--- src/hdl/edd_pkg.sv ---
// Package for the error diffusion dither unit: widths, register indexes,
// the lane control struct and the saturating error-term adder.
// No dependencies.
package edd_pkg;

  localparam int PIX_W          = 8;
  localparam int ERR_W          = 9;
  localparam int NUM_CHAN       = 3;
  localparam int FRAME_WIDTH_W  = 12;
  localparam int FRAME_HEIGHT_W = 13;
  localparam int ROW_W          = 12;
  localparam int CFG_IDX_W      = 2;
  localparam int CFG_DATA_W     = 13;

  localparam int EDD_MAX_WIDTH  = 2048;
  localparam logic [FRAME_HEIGHT_W-1:0] FRAME_HEIGHT_MAX = 13'd4096;

  localparam logic [FRAME_WIDTH_W-1:0]  FRAME_WIDTH_RST  = 12'd640;
  localparam logic [FRAME_HEIGHT_W-1:0] FRAME_HEIGHT_RST = 13'd480;

  // Configuration register indexes.
  localparam logic [CFG_IDX_W-1:0] REG_FRAME_WIDTH   = 2'd0;
  localparam logic [CFG_IDX_W-1:0] REG_FRAME_HEIGHT  = 2'd1;
  localparam logic [CFG_IDX_W-1:0] REG_DITHER_ENABLE = 2'd2;

  // Diffusion weights, in sixteenths.
  localparam logic [3:0] K_UP_LEFT  = 4'd1;
  localparam logic [3:0] K_UP       = 4'd5;
  localparam logic [3:0] K_UP_RIGHT = 4'd3;
  localparam logic [3:0] K_LEFT     = 4'd7;

  localparam logic [PIX_W-1:0] THRESHOLD = 8'd128;
  localparam logic signed [ERR_W-1:0] PIX_FULL = 9'sd255;

  // Per-pixel control handed from the position logic to every lane.
  typedef struct packed {
    logic accept;
    logic enable;
    logic col_first;
    logic interior;
    logic have_right;
  } edd_lane_ctrl_t;

  // Adds err*k/16, truncated toward zero, to v and clamps to 0..255.
  function automatic logic [PIX_W-1:0] sat_add(input logic [PIX_W-1:0] v,
                                               input logic signed [ERR_W-1:0] e,
                                               input logic [3:0] k);
    logic signed [13:0] prod;
    logic signed [13:0] term;
    logic signed [14:0] sum;
    logic [PIX_W-1:0]   res;
    prod = 14'(e) * 14'($signed({1'b0, k}));
    if (prod[13]) begin
      term = (prod + 14'sd15) >>> 4;
    end else begin
      term = prod >>> 4;
    end
    sum = 15'($signed({1'b0, v})) + 15'(term);
    if (sum < 15'sd0) begin
      res = '0;
    end else if (sum > 15'sd255) begin
      res = 8'd255;
    end else begin
      res = sum[PIX_W-1:0];
    end
    return res;
  endfunction

endpackage

--- src/hdl/edd_lane.sv ---
// One colour-channel lane: adds the diffused errors, thresholds and keeps
// the above-row window and the left error of its channel. Depends on edd_pkg.
module edd_lane (
  input  logic                                 clk,
  input  logic                                 rst_n,
  input  edd_pkg::edd_lane_ctrl_t              ctrl,
  input  logic [edd_pkg::PIX_W-1:0]            pix_in,
  input  logic signed [edd_pkg::ERR_W-1:0]     right_err,
  output logic [edd_pkg::PIX_W-1:0]            pix_out,
  output logic signed [edd_pkg::ERR_W-1:0]     err_out
);
  import edd_pkg::*;

  logic signed [ERR_W-1:0] up_left_r, up_r, left_r;
  logic signed [ERR_W-1:0] up_left, up, left, right;
  logic [PIX_W-1:0]        v1, v2, v3, v4;

  // At the start of a row the window and left error restart from zero.
  always_comb begin
    up_left = ctrl.col_first ? '0 : up_left_r;
    up      = ctrl.col_first ? '0 : up_r;
    left    = ctrl.col_first ? '0 : left_r;
    right   = ctrl.have_right ? right_err : '0;
  end

  // Error terms in order: upper-left, above, upper-right, then left.
  always_comb begin
    v1 = sat_add(pix_in, up_left, K_UP_LEFT);
    v2 = sat_add(v1, up, K_UP);
    v3 = sat_add(v2, right, K_UP_RIGHT);
    v4 = sat_add(v3, left, K_LEFT);
  end

  // When enabled, threshold interior pixels and form their error; edges keep the sum.
  always_comb begin
    pix_out = pix_in;
    err_out = '0;
    if (ctrl.enable) begin
      pix_out = v4;
      if (ctrl.interior) begin
        if (v4 > THRESHOLD) begin
          pix_out = 8'd255;
          err_out = $signed({1'b0, v4}) - PIX_FULL;
        end else begin
          pix_out = '0;
          err_out = $signed({1'b0, v4});
        end
      end
    end
  end

  // Slide the window by one column on every accepted pixel.
  always_ff @(posedge clk) begin
    if (!rst_n) begin
      up_left_r <= '0;
      up_r      <= '0;
      left_r    <= '0;
    end else if (ctrl.accept) begin
      up_left_r <= up;
      up_r      <= right;
      left_r    <= err_out;
    end
  end

endmodule

--- config.mk ---
export PLATFORM = sky130hd
export DESIGN_NAME = edd_lane
export DESIGN_NICKNAME = d
export VERILOG_FILES = /design/src/hdl/edd_pkg.sv /design/src/hdl/edd_lane.sv
export SDC_FILE = /design/constraint.sdc
export NUM_CORES = 1
export LEC_CHECK = 0
export BUFFER_PORTS_ARGS = -buffer_cell sky130_fd_sc_hd__buf_4
export CORE_UTILIZATION = 60
export CTS_CLUSTER_SIZE = 10
export DETAILED_ROUTE_END_ITERATION = 10
export PLACE_DENSITY_LB_ADDON = 0.08
export SYNTH_ARGS = -nofsm -noshare
export SYNTH_HDL_FRONTEND = slang
export SYNTH_SLANG_ARGS = --single-unit
--- constraint.sdc ---
create_clock -name clk -period 18.3 [get_ports clk]
set_input_delay 0.915 -clock clk [delete_from_list [all_inputs] [get_ports clk]]
set_output_delay 0.915 -clock clk [all_outputs]
set_load 0.005 [all_outputs]
# After elaboration in Yosys (flattened, before gate mapping)
# Index checks and enable logic that the tools add are counted.
# op_classes
order_cmp,9
n_addsub,9
mux,22
n_mul,3
# ops
op,count
8-bit 2-to-1 mux,11
9-bit 2-to-1 mux,7
9-bit by 14-bit adder with 15-bit output,4
"15-bit by 9-bit greater-than comparator with 1-bit output, second input constant",4
"15-bit by 1-bit < comparator with 1-bit output, second input constant",4
14-bit 2-to-1 mux,4
"13-bit by 5-bit adder with 14-bit output, second input constant",2
"9-bit by 4-bit multiplier with 13-bit output, second input constant",2
"12-bit by 5-bit adder with 13-bit output, second input constant",1
"9-bit by 3-bit multiplier with 12-bit output, second input constant",1
"9-bit by 5-bit adder with 10-bit output, second input constant",1
"8-bit by 8-bit subtractor with 9-bit output, second input constant",1
"8-bit greater-than comparator, second input constant",1
# totals
register_bits,27
word_cells,46
output_inout_bits,17
inputBits,24

# Logic depth before layout (Yosys ltp)
# Gate-level depths: netlist of the first run.
# logic_depth
depth_word,23
mapped_depth,61
mapped_depth_nobuf,59

# Worst setup path before layout of the first run
# No wires, ideal clock.
# synth_timing
path_type,in2out
from,input ctrl[2] (netlist name)
to,output pix_out[3] (netlist name)
t_required_ps,17385
path_buffers,3
stages,55
arrival_time_ps,10990
path_slack_ps,6395
cell_sequence,clkbuf_1 nor2b_1 ha_1 ha_1 a21o_1 a21oi_1 o21bai_1 a21oi_1 o21bai_1 a21o_1 a21o_1 a2111oi_2 nand2_1 xnor2_1 ha_1 inv_1 o21bai_1 a21oi_1 (+19 left out) fa_1 a21o_1 a21oi_1 o21ai_0 o211a_1 clkbuf_1 and3_1 a32oi_1 o211ai_1 clkbuf_1 o21ai_0 ha_1 inv_1 a311oi_4 a21oi_4 nand2_1 o311ai_1 o21a_1
# synth_via
elab_cells_between_ends,35
cone_classes,add/sub: 7; mul: 2; order compare: 9; mux: 17
# synth_rtl
item,line_no,text
start: declaration,edd_lane.sv:6,"input edd_pkg::edd_lane_ctrl_t ctrl,"
9-bit 2-to-1 mux (*),edd_lane.sv:21,up = ctrl.col_first ? '0 : up_r;
via up[2],edd_lane.sv:15,"logic signed [ERR_W-1:0] up_left, up, left, right;"
9-bit by 4-bit multiplier with 13-bit output (*),edd_pkg.sv:52,"prod = 14'(e) * 14'($signed({1'b0, k}));"
13-bit by 5-bit adder with 14-bit output,edd_pkg.sv:54,term = (prod + 14'sd15) >>> 4;
14-bit 2-to-1 mux (*),edd_pkg.sv:53,if (prod[13]) begin
9-bit by 14-bit adder with 15-bit output (*),edd_pkg.sv:58,"sum = 15'($signed({1'b0, v})) + 15'(term);"
15-bit by 9-bit greater-than comparator with 1-bit output,edd_pkg.sv:61,end else if (sum > 15'sd255) begin
8-bit 2-to-1 mux,edd_pkg.sv:61,
(+5 left out),n/a,
9-bit by 14-bit adder with 15-bit output (*),edd_pkg.sv:58,
15-bit by 9-bit greater-than comparator with 1-bit output,edd_pkg.sv:61,
8-bit 2-to-1 mux,edd_pkg.sv:61,
8-bit 2-to-1 mux (*),edd_pkg.sv:59,if (sum < 15'sd0) begin
8-bit greater-than comparator,edd_lane.sv:41,if (v4 > THRESHOLD) begin
8-bit 2-to-1 mux,edd_lane.sv:41,
8-bit 2-to-1 mux (*),edd_lane.sv:40,if (ctrl.interior) begin
8-bit 2-to-1 mux (*),edd_lane.sv:38,if (ctrl.enable) begin
end: declaration,edd_lane.sv:9,"output logic [edd_pkg::PIX_W-1:0] pix_out,"
# The timed path passes the listed nets; every way through them passes the cells marked *.

# Worst setup path after layout of the first run
# layout_timing
from,input ctrl[2] (netlist name)
to,output err_out[8] (netlist name)
# layout_via
elab_cells_between_ends,36
cone_classes,add/sub: 8; mul: 2; order compare: 9; mux: 17
# layout_rtl
item,line_no,text
9-bit 2-to-1 mux (*),edd_lane.sv:21,
via up[4],edd_lane.sv:15,
9-bit by 4-bit multiplier with 13-bit output (*),edd_pkg.sv:52,
13-bit by 5-bit adder with 14-bit output,edd_pkg.sv:54,
14-bit 2-to-1 mux (*),edd_pkg.sv:53,
9-bit by 14-bit adder with 15-bit output (*),edd_pkg.sv:58,
15-bit by 9-bit greater-than comparator with 1-bit output,edd_pkg.sv:61,
8-bit 2-to-1 mux,edd_pkg.sv:61,
(+5 left out),n/a,
9-bit by 14-bit adder with 15-bit output (*),edd_pkg.sv:58,
15-bit by 9-bit greater-than comparator with 1-bit output,edd_pkg.sv:61,
8-bit 2-to-1 mux,edd_pkg.sv:61,
8-bit 2-to-1 mux (*),edd_pkg.sv:59,
8-bit by 8-bit subtractor with 9-bit output / 8-bit greater-than comparator (equally long branches),"edd_lane.sv:43, edd_lane.sv:41",
9-bit 2-to-1 mux (*),edd_lane.sv:41,
9-bit 2-to-1 mux (*),edd_lane.sv:40,
9-bit 2-to-1 mux (*),edd_lane.sv:38,
end: declaration,edd_lane.sv:10,output logic signed [edd_pkg::ERR_W-1:0] err_out
# Marked as above.

==> results of run 1 <==
## final cells by class
type | instances | share of cell area
Inverter | 78 | 0.0475
Tap cell | 129 | 0.0262
Timing Repair Buffer | 40 | 0.0487
Multi-Input combinational cell | 614 | 0.782
Clock inverter | 1 | 0.00142
Clock buffer | 3 | 0.00670
Sequential cell | 27 | 0.0877
## Yosys cell counts (2+ instances only)
| cell type | instances |
|---|---|
| nand3_1 | 16 |
| o21ai_0 | 37 |
| nand2_1 | 37 |
| o2111ai_1 | 2 |
| buf_1 | 3 |
| dfxtp_1 | 27 |
| o22a_1 | 3 |
| xor2_1 | 21 |
| o21a_1 | 17 |
| nor2b_1 | 39 |
| buf_2 | 3 |
| o21ai_2 | 2 |
| fa_1 | 13 |
| mux2_2 | 2 |
| o21ai_1 | 3 |
| a21oi_4 | 2 |
| inv_1 | 78 |
| or3_1 | 4 |
| xnor2_1 | 54 |
| ha_1 | 86 |
| a41o_1 | 2 |
| mux2i_1 | 24 |
| and3_1 | 4 |
| o31ai_1 | 3 |
| clkbuf_1 | 15 |
| nand2_2 | 2 |
| nand2b_1 | 20 |
| o22ai_1 | 3 |
| o211a_1 | 2 |
| a31oi_1 | 7 |
| nand3b_1 | 5 |
| nand4_1 | 5 |
| o41a_1 | 2 |
| nor2_1 | 47 |
| or4_1 | 2 |
| o21bai_1 | 15 |
| a21oi_1 | 50 |
| o211ai_1 | 8 |
| a21o_1 | 17 |
| and2_1 | 15 |
| nor3_1 | 6 |
## per-layer routing
metal | up-vias | track usage | routed length (um)
li1 | 2651 | - | -
met1 | 2440 | 0.373 | 6460
met2 | 122 | 0.473 | 6130
met3 | 8 | 0.0334 | 671
met4 | 0 | 0.0385 | 98
met5 | - | 0 | 0
## path summary, 6_finish.rpt
path / from / to / slack (ns) / depth (start not counted)
max: ctrl[2] / err_out[8] / 4.52 / 54
min reg2reg: left_r[0]$_SDFFE_PN0P_ / left_r[0]$_SDFFE_PN0P_ / 0.49 / 2
min: left_r[0]$_SDFFE_PN0P_ / left_r[0]$_SDFFE_PN0P_ / 0.49 / 2
max reg2reg: up_left_r[0]$_SDFFE_PN0P_ / left_r[8]$_SDFFE_PN0P_ / 5.83 / 58
## cells by family (layout without fill, tap and decap cells)
| group | count (synthesis) | count (layout) | synth area share |
|---|---|---|---|
| compound gates | 201 | 201 | 0.248 |
| xor+xnor | 75 | 75 | 0.114 |
| fa+ha+maj | 99 | 99 | 0.233 |
| buf+inv | 100 | 122 | 0.0667 |
| flops | 27 | 27 | 0.0941 |
| mux | 26 | 26 | 0.0457 |
| simple gates | 213 | 213 | 0.198 |
## flip-flops by register name (all words and copies together) (netlist names)
| register | cells |
|---|---|
| left_r | 9 |
| up_left_r | 9 |
| up_r | 9 |
## critical path, delay by kind of cell
| kind | cells | cell delay [ns] |
|---|---|---|
| compound gates | 28 | 6.14 |
| simple gates | 11 | 2.48 |
| fa+ha+maj | 8 | 2.44 |
| buf+inv | 6 | 0.72 |
| xor+xnor | 1 | 0.16 |
## power by group through the flow
stage	sequential, uW	combinational (uW)	clock [uW]
finish	65.7	389	37.0
global route	66.2	428	40.2
CTS	65.5	384	37.6
detailed placement	66.8	382	0
global placement	66.9	376	0
floorplan	65.6	284	0
## through the flow
step / total power [uW] / area [um2]
floorplan: 350 / 5740
global placement: 443 / 6120
detailed placement: 449 / 6120
CTS: 487 / 6170
global route: 534 / 6170
finish: 491 / 6170
==> summary.md, run 1 <==
| Metric | Value |
|---|---|
| #FFs+latches synth | `27` |
| Finished Layout Cells | `between 800 and 900` |
| Crit-path most repeated cell | `a21oi_1` |
| Leak Pwr | `0.00304 uW` |
| Vias in the first global route | `4955` |
| Detailed-route via count | `5221` |
| CP Max Fanout | `25` |
| Max-Cap Viols | `0` |
| CTS clk-pin slew, worst paths | `0.10 ns` |
| Filler cells | `796` |
| VDD IR-drop max | `0.0482 mV` |
| Sequential cell fraction of total power | `0.134` |
| Critical Path Source Type | `input pin` |
| CP max stage delay | `0.78 ns` |
| Worst setup EP type | `output pin` |
| Final setup violation count | `0` |
| Pwr/cell area | `79.7 nW/um2` |
| Width of the die | `between 90 and 100 um` |
| Final worst path period need | `between 10 and 15 ns` |
| First-pass GRT wire length | `22.5 mm` |
| Sequential Area | `541 um2` |
| Setup Buffers After CTS | `0` |
| Leading area contributor after synthesis | `ha_1` |
| Psw | `255 uW` |
| Sequential area share after synthesis | `0.0941` |
| Routability Congestion | `0.943` |
| Worst skew pair latency | `about 0.28 ns` |
| Post-place setup slack | `about 4.8 ns` |
| Clock power share | `0.075` |
| Ratio of cells with drive above 1 in the final layout | `0.0904` |
| Post-synth cell types | `79` |
| DRT Wirelength | `about 13 mm` |
| Main synth FF type | `dfxtp_1` |
| Final clock skew | `~0.013 ns` |
| Worst Path Required | `roughly 17 ns` |
| Yosys top cell area share | `0.187` |
| Fraction of registers with async set/reset | `0` |
| Row cnt | `35` |
| WL/cell | `15.0 um` |
| Arr. time, crit path | `~13 ns` |
| Iteration-0 DRC count of the detailed router | `between 200 and 250` |
| Fin worst setup slack | `4.52 ns` |
| Final hold vios | `0` |
| Commonest non-fill, non-tap cells in the layout | `ha_1, inv_1, xnor2_1, a21oi_1, nor2_1` |
| Initial Util | `0.622` |
| Comb power frac | `0.791` |
| Fmax | `72.6 MHz` |
| Critical path class | `input pin to output pin` |
| Largest net degree at the start of global routing | `32` |
| Vias/cell | `5.85` |
| Placed insts | `slightly below 900` |
| Port Buffers | `40` |
| CTS resizes | `0` |
| CTS Buf Count | `3` |
| Die Area | `approximately 10000 um2` |
| RSZ-0062 raised after global routing | `false` |
| Slowest-stage cell, CP | `o211ai_1` |
| Final Max Tran Viols | `0` |
| Hpwl dp | `11.2 mm` |
| Synth Area per Inst | `7.75 um2` |
| ANT cells | `0` |
| Aggregate global routing overflow | `0` |
| Number of enable flip-flop cells after synthesis | `0` |
| Antenna violations before repair | `0` |
| Warnings, synthesis | `0` |
| Post-layout util | `0.667` |
| Hold crit path type | `flip-flop to flip-flop` |
| Clk sinks | `27` |
| Hold_buf cts | `0` |
| Measured slew at the worst slew-check pin | `between 0.9 and 1 ns` |
| Pre-antenna DRT Iters | `5` |
| Switching Fraction | `0.519` |
| Number of remaining DRC errors | `0` |
| Most common cell after layout, fill and taps aside | `ha_1` |
| Overall die height | `about 100 um` |
| Routed Antenna Nets | `0` |
| Cells after Synth | `741` |
| CTS tree | `done` |
| H-Tree Depth | `1` |
| I/O Pins | `41` |
| GRT Overall Usage | `0.274` |
| Nets | `887` |
| Worst hold slack | `0.492 ns` |
| Longest Clk Path Bufs | `2` |
| Core area | `9240 um2` |
| Relative slew slack | `0.355` |
| Area of the multi-input gates | `4820 um2` |
| Int Pwr | `236 uW` |
| Fin Setup TNS | `0 ns` |
| CTS Root Cell | `clkbuf_8` |
| Top cells by area, synth | `ha_1, dfxtp_1, xnor2_1` |
| Status | `completed` |
| Mapped Area | `5740 um2` |
| Layout area overhead | `7.34%` |
| Period utilization | `0.753` |
| Syn_nets | `864` |
Note: power is estimated with default switching activity, not from simulation.
==> run 2, diff against run 1 <==
--- a/config.mk
+++ b/config.mk
@@ -6,7 +6,7 @@
 export NUM_CORES = 1
 export LEC_CHECK = 0
 export BUFFER_PORTS_ARGS = -buffer_cell sky130_fd_sc_hd__buf_4
-export CORE_UTILIZATION = 60
+export CORE_UTILIZATION = 57
 export CTS_CLUSTER_SIZE = 10
 export DETAILED_ROUTE_END_ITERATION = 10
 export PLACE_DENSITY_LB_ADDON = 0.08
==> constraint.sdc (replaced) <==
create_clock -name clk -period 11.1 [get_ports clk]
set_input_delay 0.555 -clock clk [delete_from_list [all_inputs] [get_ports clk]]
set_output_delay 0.555 -clock clk [all_outputs]
set_load 0.005 [all_outputs]
==> run 2 against run 1 <==
Effect of this change: hold slack better by 0.018 ns; die area up 5.2%; largest power group unchanged; power up 100%; via count up 6.5%; largest cell class unchanged; worst setup slack worse by 4.3 ns; final cell count up 6.8%; clock power up 75%; routed wire length up 15%; global-route usage up 0.64 points; sequential cell count unchanged; clock skew up 0.0076 ns; highest routed layer unchanged.
==> summary.md, run 2 (synthesis results as in run 1) <==
| Metric | Value |
|---|---|
| Status | `completed` |
| Final Max Tran Viols | `0` |
| DR WL met3 | `730 um` |
| Routed Antenna Nets | `0` |
| Largest net degree at the start of global routing | `32` |
| Final clock skew | `0.0203 ns` |
| Int Pwr | `~500 uW` |
| Arr. time, crit path | `10.36 ns` |
| Hpwl dp | `approximately 12 mm` |
| GRT Overall Usage | `0.280` |
| Period utilization | `0.984` |
| Aggregate global routing overflow | `0` |
| CTS Buf Count | `3` |
| Width of the die | `~100 um` |
| Commonest non-fill, non-tap cells in the layout | `buf_4, ha_1, inv_1, xnor2_1, nor2_1` |
| Clk sinks | `27` |
| DRT Wirelength | `roughly 15 mm` |
| Vias/cell | `5.83` |
| Crit-path most repeated cell | `a21oi_2` |
| DP Area | `between 6000 and 7000 um2` |
| Slowest-stage cell, CP | `or4_4` |
| ANT cells | `0` |
| Filler cells | `between 800 and 900` |
| Fin worst setup slack | `about 0.18 ns` |
| Nets | `944` |
| Iteration-0 DRC count of the detailed router | `159` |
| Overall die height | `102 um` |
| Leak Pwr | `0.00340 uW` |
| H-Tree Depth | `1` |
| Clock power share | `0.065` |
| Comb power frac | `0.826` |
| Hold_buf cts | `0` |
| Layout area overhead | `20.5%` |
| Psw | `506 uW` |
| Worst hold stages | `2` |
| Final Instance Area | `a little under 7000 um2` |
| Worst setup EP type | `output pin` |
| I/O Pins | `41` |
| Final setup violation count | `0` |
| Number of remaining DRC errors | `0` |
| Most common cell after layout, fill and taps aside | `buf_4` |
| Die Area | `about 10000 um2` |
| CP Max Fanout | `5` |
| CTS clk-pin slew, worst paths | `0.13 ns` |
| Reg2Reg Depth | `58` |
| Switching Fraction | `0.505` |
| Critical Path Source Type | `flip-flop` |
| Final worst path period need | `10.92 ns` |
| Initial Util | `0.588` |
| Met2 Wirelength | `7.20 mm` |
| Worst skew pair latency | `0.30 ns` |
| Fmax | `91.6 MHz` |
| Relative slew slack | `0.432` |
| Regs by FF count | `left_r x9, up_left_r x9, up_r x9` |
| Sequential cell fraction of total power | `0.109` |
| WL/cell | `16.2 um` |
| Worst hold slack | `0.510 ns` |
| Routability Congestion | `approximately 0.95` |
| Ratio of cells with drive above 1 in the final layout | `0.224` |
| CTS tree | `done` |
| Port Buffers | `40` |
| CP Buf/Inv Count | `4` |
| Row cnt | `36` |
| CP max stage delay | `0.56 ns` |
| Fin Setup TNS | `0 ns` |
| Worst Path Required | `~11 ns` |
| Measured slew at the worst slew-check pin | `0.846 ns` |
| Critical path depth | `59` |
| Flop-to-flop setup slack | `between 0.8 and 0.9 ns` |
| First-pass GRT wire length | `23.4 mm` |
| Detailed-route via count | `5559` |
| Final hold vios | `0` |
| Pwr/cell area | `145 nW/um2` |
| Hold crit path type | `flip-flop to flip-flop` |
| Critical path class | `flip-flop to output pin` |
| Post-place setup slack | `-0.291 ns` |
| Wire length on met1 | `7.24 mm` |
| Crit-path leading delay family | `compound AO/OA/AOI/OAI gates` |
| VDD IR-drop max | `between 0.1 and 0.15 mV` |
| RSZ-0062 raised after global routing | `true` |
| Max-Cap Viols | `0` |
| Longest Clk Path Bufs | `2` |
| CTS Root Cell | `clkbuf_8` |
| Max Used Layer | `met4` |
| Vias in the first global route | `5007` |
| Pre-antenna DRT Iters | `5` |
| Antenna violations before repair | `0` |
| Core area | `9770 um2` |
==> run 2: power by group through the flow <==
stage | clock network, uW | logic, uW | registers [uW]
after floorplan | 0 | 469 | 108
after global placement | 0 | 667 | 111
after detailed placement | 0 | 679 | 111
after CTS | 65.3 | 709 | 109
after global routing | 69.6 | 887 | 110
final | 64.9 | 828 | 109
==> run 2: per-stage QoR <==
step	std cells	total power (uW)	util
2_1_floorplan	741	578	-
3_3_place_gp	921	778	0.650
3_5_place_dp	921	790	0.650
4_1_cts	933	883	0.671
5_1_grt	953	1070	0.708
6_report	953	1000	0.708
==> run 2: repair_timing <==
action	in CTS	in global routing
pin swaps	9	32
resized for setup	22	63
endpoints found under the setup margin	17	25
gates cloned	1	0
setup buffers	7	21
==> run 2: worst paths after layout <==
check / from / endpoint
hold reg to reg: left_r[0]$_SDFFE_PN0P_ / left_r[0]$_SDFFE_PN0P_
setup reg to reg: up_left_r[0]$_SDFFE_PN0P_ / left_r[5]$_SDFFE_PN0P_
hold / removal: left_r[0]$_SDFFE_PN0P_ / left_r[0]$_SDFFE_PN0P_
setup / recovery: up_left_r[0]$_SDFFE_PN0P_ / err_out[3]
==> run 2: tightest hold or removal path, delay by kind of cell (launching register included) <==
family	cells	cell delay [ns]
simple gates	1	0.07
compound gates	1	0.07
flops	1	0.33
==> run 2: layout make-up <==
cell class                      instances  area [um2]  area share
Multi-Input combinational cell        615        5140       0.743
Sequential cell                        27         542      0.0783
Timing Repair Buffer                   96         732       0.106
Tap cell                              133         166      0.0240
Inverter                               78         293      0.0423
Clock inverter                          1        7.51     0.00108
Clock buffer                            3        41.3     0.00596
==> run 2: routing by layer <==
| metal | vias to the layer above | track usage |
|---|---|---|
| li1 | 2763 | - |
| met5 | - | 0 |
| met2 | 147 | 0.477 |
| met4 | 0 | 0.0648 |
| met1 | 2625 | 0.385 |
| met3 | 24 | 0.0212 |
==> run 3, diff against run 2 <==
--- a/config.mk
+++ b/config.mk
@@ -5,6 +5,7 @@
 export SDC_FILE = /design/constraint.sdc
 export NUM_CORES = 1
 export LEC_CHECK = 0
+export ABC_AREA = 1
 export BUFFER_PORTS_ARGS = -buffer_cell sky130_fd_sc_hd__buf_4
 export CORE_UTILIZATION = 57
 export CTS_CLUSTER_SIZE = 10
==> run 3 against run 2 <==
Effect of this change: non-clock buffer count decreased by 40; global-route usage decreased by 0.90 points; worst setup slack improved by 0.30 ns; sequential share of layout area increased by 0.79 points; via count about the same; power increased by 28%; clock skew decreased by 0.018 ns.
==> summary.md, run 3 <==
| Metric | Value |
|---|---|
| Fin worst setup slack | `0.483 ns` |
| Core area | `roughly 9400 um2` |
| Longest Clk Path Bufs | `2` |
| Iteration-0 DRC count of the detailed router | `about 310` |
| Width of the die | `101 um` |
| Commonest non-fill, non-tap cells in the layout | `inv_1, nand2_1, a21oi_1, ha_1, nand3_1` |
| Crit Reg-Reg Endpoint | `left_r[6]$_SDFFE_PN0P_` |
| Crit-path leading delay family | `simple AND/OR/NAND/NOR gates` |
| Commonest cells post-synth | `inv_1, nand2_1, a21oi_1` |
| Most common cell after layout, fill and taps aside | `inv_1` |
| Post-synth cell types | `47` |
| Number of remaining DRC errors | `0` |
| Cell with the most instances after synthesis | `inv_1` |
| CTS Root Cell | `clkbuf_8` |
| Largest family of logic cells by synthesized area | `simple AND/OR/NAND/NOR gates` |
| Worst setup EP type | `output pin` |
| CTS tree | `done` |
| Post-synthesis mux area share | `0.00178` |
| Largest net degree at the start of global routing | `55` |
| Ratio of cells with drive above 1 in the final layout | `0.139` |
| Reg2reg start | `up_left_r[4]$_SDFFE_PN0P_` |
| Top cells by area, synth | `ha_1, inv_1, nand2_1` |
| Overall die height | `101 um` |
| Worst hold slack | `0.516 ns` |
| Routability Congestion | `about 0.9` |
| Final hold vios | `0` |
| Cells after Synth | `875` |
| Pwr/cell area | `between 200 and 250 nW/um2` |
| Compound-Gate Fraction of Synth Area | `0.176` |
| Syn_nets | `998` |
| Final clock skew | `0.00260 ns` |
| Crit-path most repeated cell | `a21oi_1` |
| First-pass GRT wire length | `22.8 mm` |
| Sequential area share after synthesis | `0.0959` |
| Hold Path End | `up_left_r[2]$_SDFFE_PN0P_` |
| Vias/cell | `5.30` |
| WL/cell | `13.1 um` |
| H-Tree Depth | `1` |
| Hold path start | `up_r[2]$_SDFFE_PN0P_` |
| CP Max Fanout | `8` |
| Hpwl dp | `11.5 mm` |
| Layout area overhead | `11.3%` |
| Worst hold stages | `2` |
| Arr. time, crit path | `roughly 10 ns` |
| GRT Overall Usage | `0.271` |
| Leading area contributor after synthesis | `ha_1` |
| Initial Util | `0.599` |
| Leak Pwr | `0.00355 uW` |
| Synth Area per Inst | `6.44 um2` |
| Max-Cap Viols | `0` |
| Simple-gate portion of the synthesized area | `0.257` |
| #FFs+latches synth | `27` |
| Mapped Area | `5640 um2` |
| VDD IR-drop max | `0.161 mV` |
| Port Buffers | `40` |
| Routed Antenna Nets | `0` |
| CP max stage delay | `0.55 ns` |
| Regs by FF count | `left_r x9, up_left_r x9, up_r x9` |
| Synth Area in Adders | `0.237` |
| Fraction of registers with async set/reset | `0` |
| Die Area | `10300 um2` |
| Pre-antenna DRT Iters | `5` |
| Final setup violation count | `0` |
| Vias in the first global route | `between 5000 and 6000` |
| CTS clk-pin slew, worst paths | `0.09 ns` |
| Warnings, synthesis | `0` |
| CP Buf/Inv Count | `10` |
| Worst Path Required | `10.55 ns` |
| Final worst path period need | `10.62 ns` |
| Critical Path Source Type | `input pin` |
| Yosys top cell area share | `0.191` |
| Aggregate global routing overflow | `0` |
| ANT cells | `0` |
| Reg2Reg Depth | `between 60 and 70` |
| Hold_buf cts | `0` |
| Slowest-stage cell, CP | `or4_1` |
| Clk sinks | `27` |
| Main synth FF type | `dfxtp_1` |
| Critical path class | `input pin to output pin` |
| Post-place setup slack | `0.335 ns` |
| Final Max Tran Viols | `0` |
| Hold crit path type | `flip-flop to flip-flop` |
| I/O Pins | `between 40 and 50` |
| Number of enable flip-flop cells after synthesis | `0` |
| Antenna violations before repair | `0` |
| Row cnt | `35` |
| DRT Wirelength | `between 10 and 15 mm` |
| Synth Area in XOR/XNOR | `0.103` |
| Relative slew slack | `0.630` |
| Detailed-route via count | `5560` |
| Nets | `1045` |
| Worst skew pair latency | `0.28 ns` |
| Fmax | `94.2 MHz` |
| CTS Buf Count | `3` |
| Period utilization | `0.956` |
| Flop-to-flop setup slack | `1.29 ns` |
| Measured slew at the worst slew-check pin | `0.554 ns` |
| Status | `completed` |
## run 3: cell count changes after synthesis, moves of 11 or more
| cell | previous run | this run |
|---|---|---|
| inv_1 | 78 | 163 |
| a21oi_2 | 0 | 11 |
| nand2b_1 | 20 | 0 |
| a21oi_1 | 50 | 88 |
| xor2_1 | 21 | 45 |
| mux2i_1 | 24 | 1 |
| a21o_1 | 17 | 3 |
| nand3_1 | 16 | 57 |
| nor2b_1 | 39 | 0 |
| xnor2_1 | 54 | 18 |
| nand2_1 | 37 | 161 |
| o21a_1 | 17 | 1 |
## run 3: tightest hold or removal path: cells and delay by family (launching register included)
kind,cells,cell delay [ns]
AOI/OAI and AO/OA,1,0.07
DFF,1,0.32
and+or+nand+nor,1,0.09
## run 3: worst max path at each step
stage	start	end	slack, ns	depth (start not counted)
floorplan	ctrl[2]	pix_out[0]	0.73	56
global placement	ctrl[2]	pix_out[1]	0.82	58
detailed placement	ctrl[2]	pix_out[1]	0.34	59
CTS	up_left_r[0]$_SDFFE_PN0P_	err_out[6]	0.23	57
global route	up_left_r[4]$_SDFFE_PN0P_	err_out[6]	-0.26	61
finish	ctrl[2]	pix_out[1]	0.48	60
## run 3: cell type report
cell class                 count  area (um2)
sequential                    27         541
inverter                     177         668
clock buffer                   4        45.0
tap                          129         161
timing repair buffer          56         424
multi-input combinational    657        4440
fill                         873        3140
## run 3: cell families after synthesis
family          Yosys count
buf+inv                 191
xor+xnor                 64
flops                    27
simple gates            319
fa+ha+maj                99
compound gates          174
mux                       1
## run 3: what timing repair did
item,in CTS,in global routing
gates resized for setup,0,22
endpoints found under the setup margin,0,19
buffers inserted,0,12
## run 3: layer usage
layer  global-route usage  part of all wire  up-vias  wire (um)
met4               0.0212             0.010        0        142
met3               0.0242             0.046       14        625
li1                     -                 -     2896          -
met5                    0                 0        -          0
met1                0.375              0.48     2519       6530
met2                0.476              0.47      131       6420
## run 3: stage by stage
step	instance area, um2	total power (uW)	std cells	setup TNS [ns]	util
after global routing	6280	1420	1050	-2.94	0.667
after global placement	6070	1150	1034	0	0.644
after CTS	6110	1230	1038	0	0.649
final	6280	1280	1050	0	0.667
after floorplan	5640	918	875	0	-
after detailed placement	6070	1160	1034	0	0.644
## run 3: power breakdown
group,switching (uW),total (uW),internal [uW]
Combinational,700,1110,411
Sequential,6.16,112,106
Clock,32.3,58.1,25.8
Total,739,1280,543
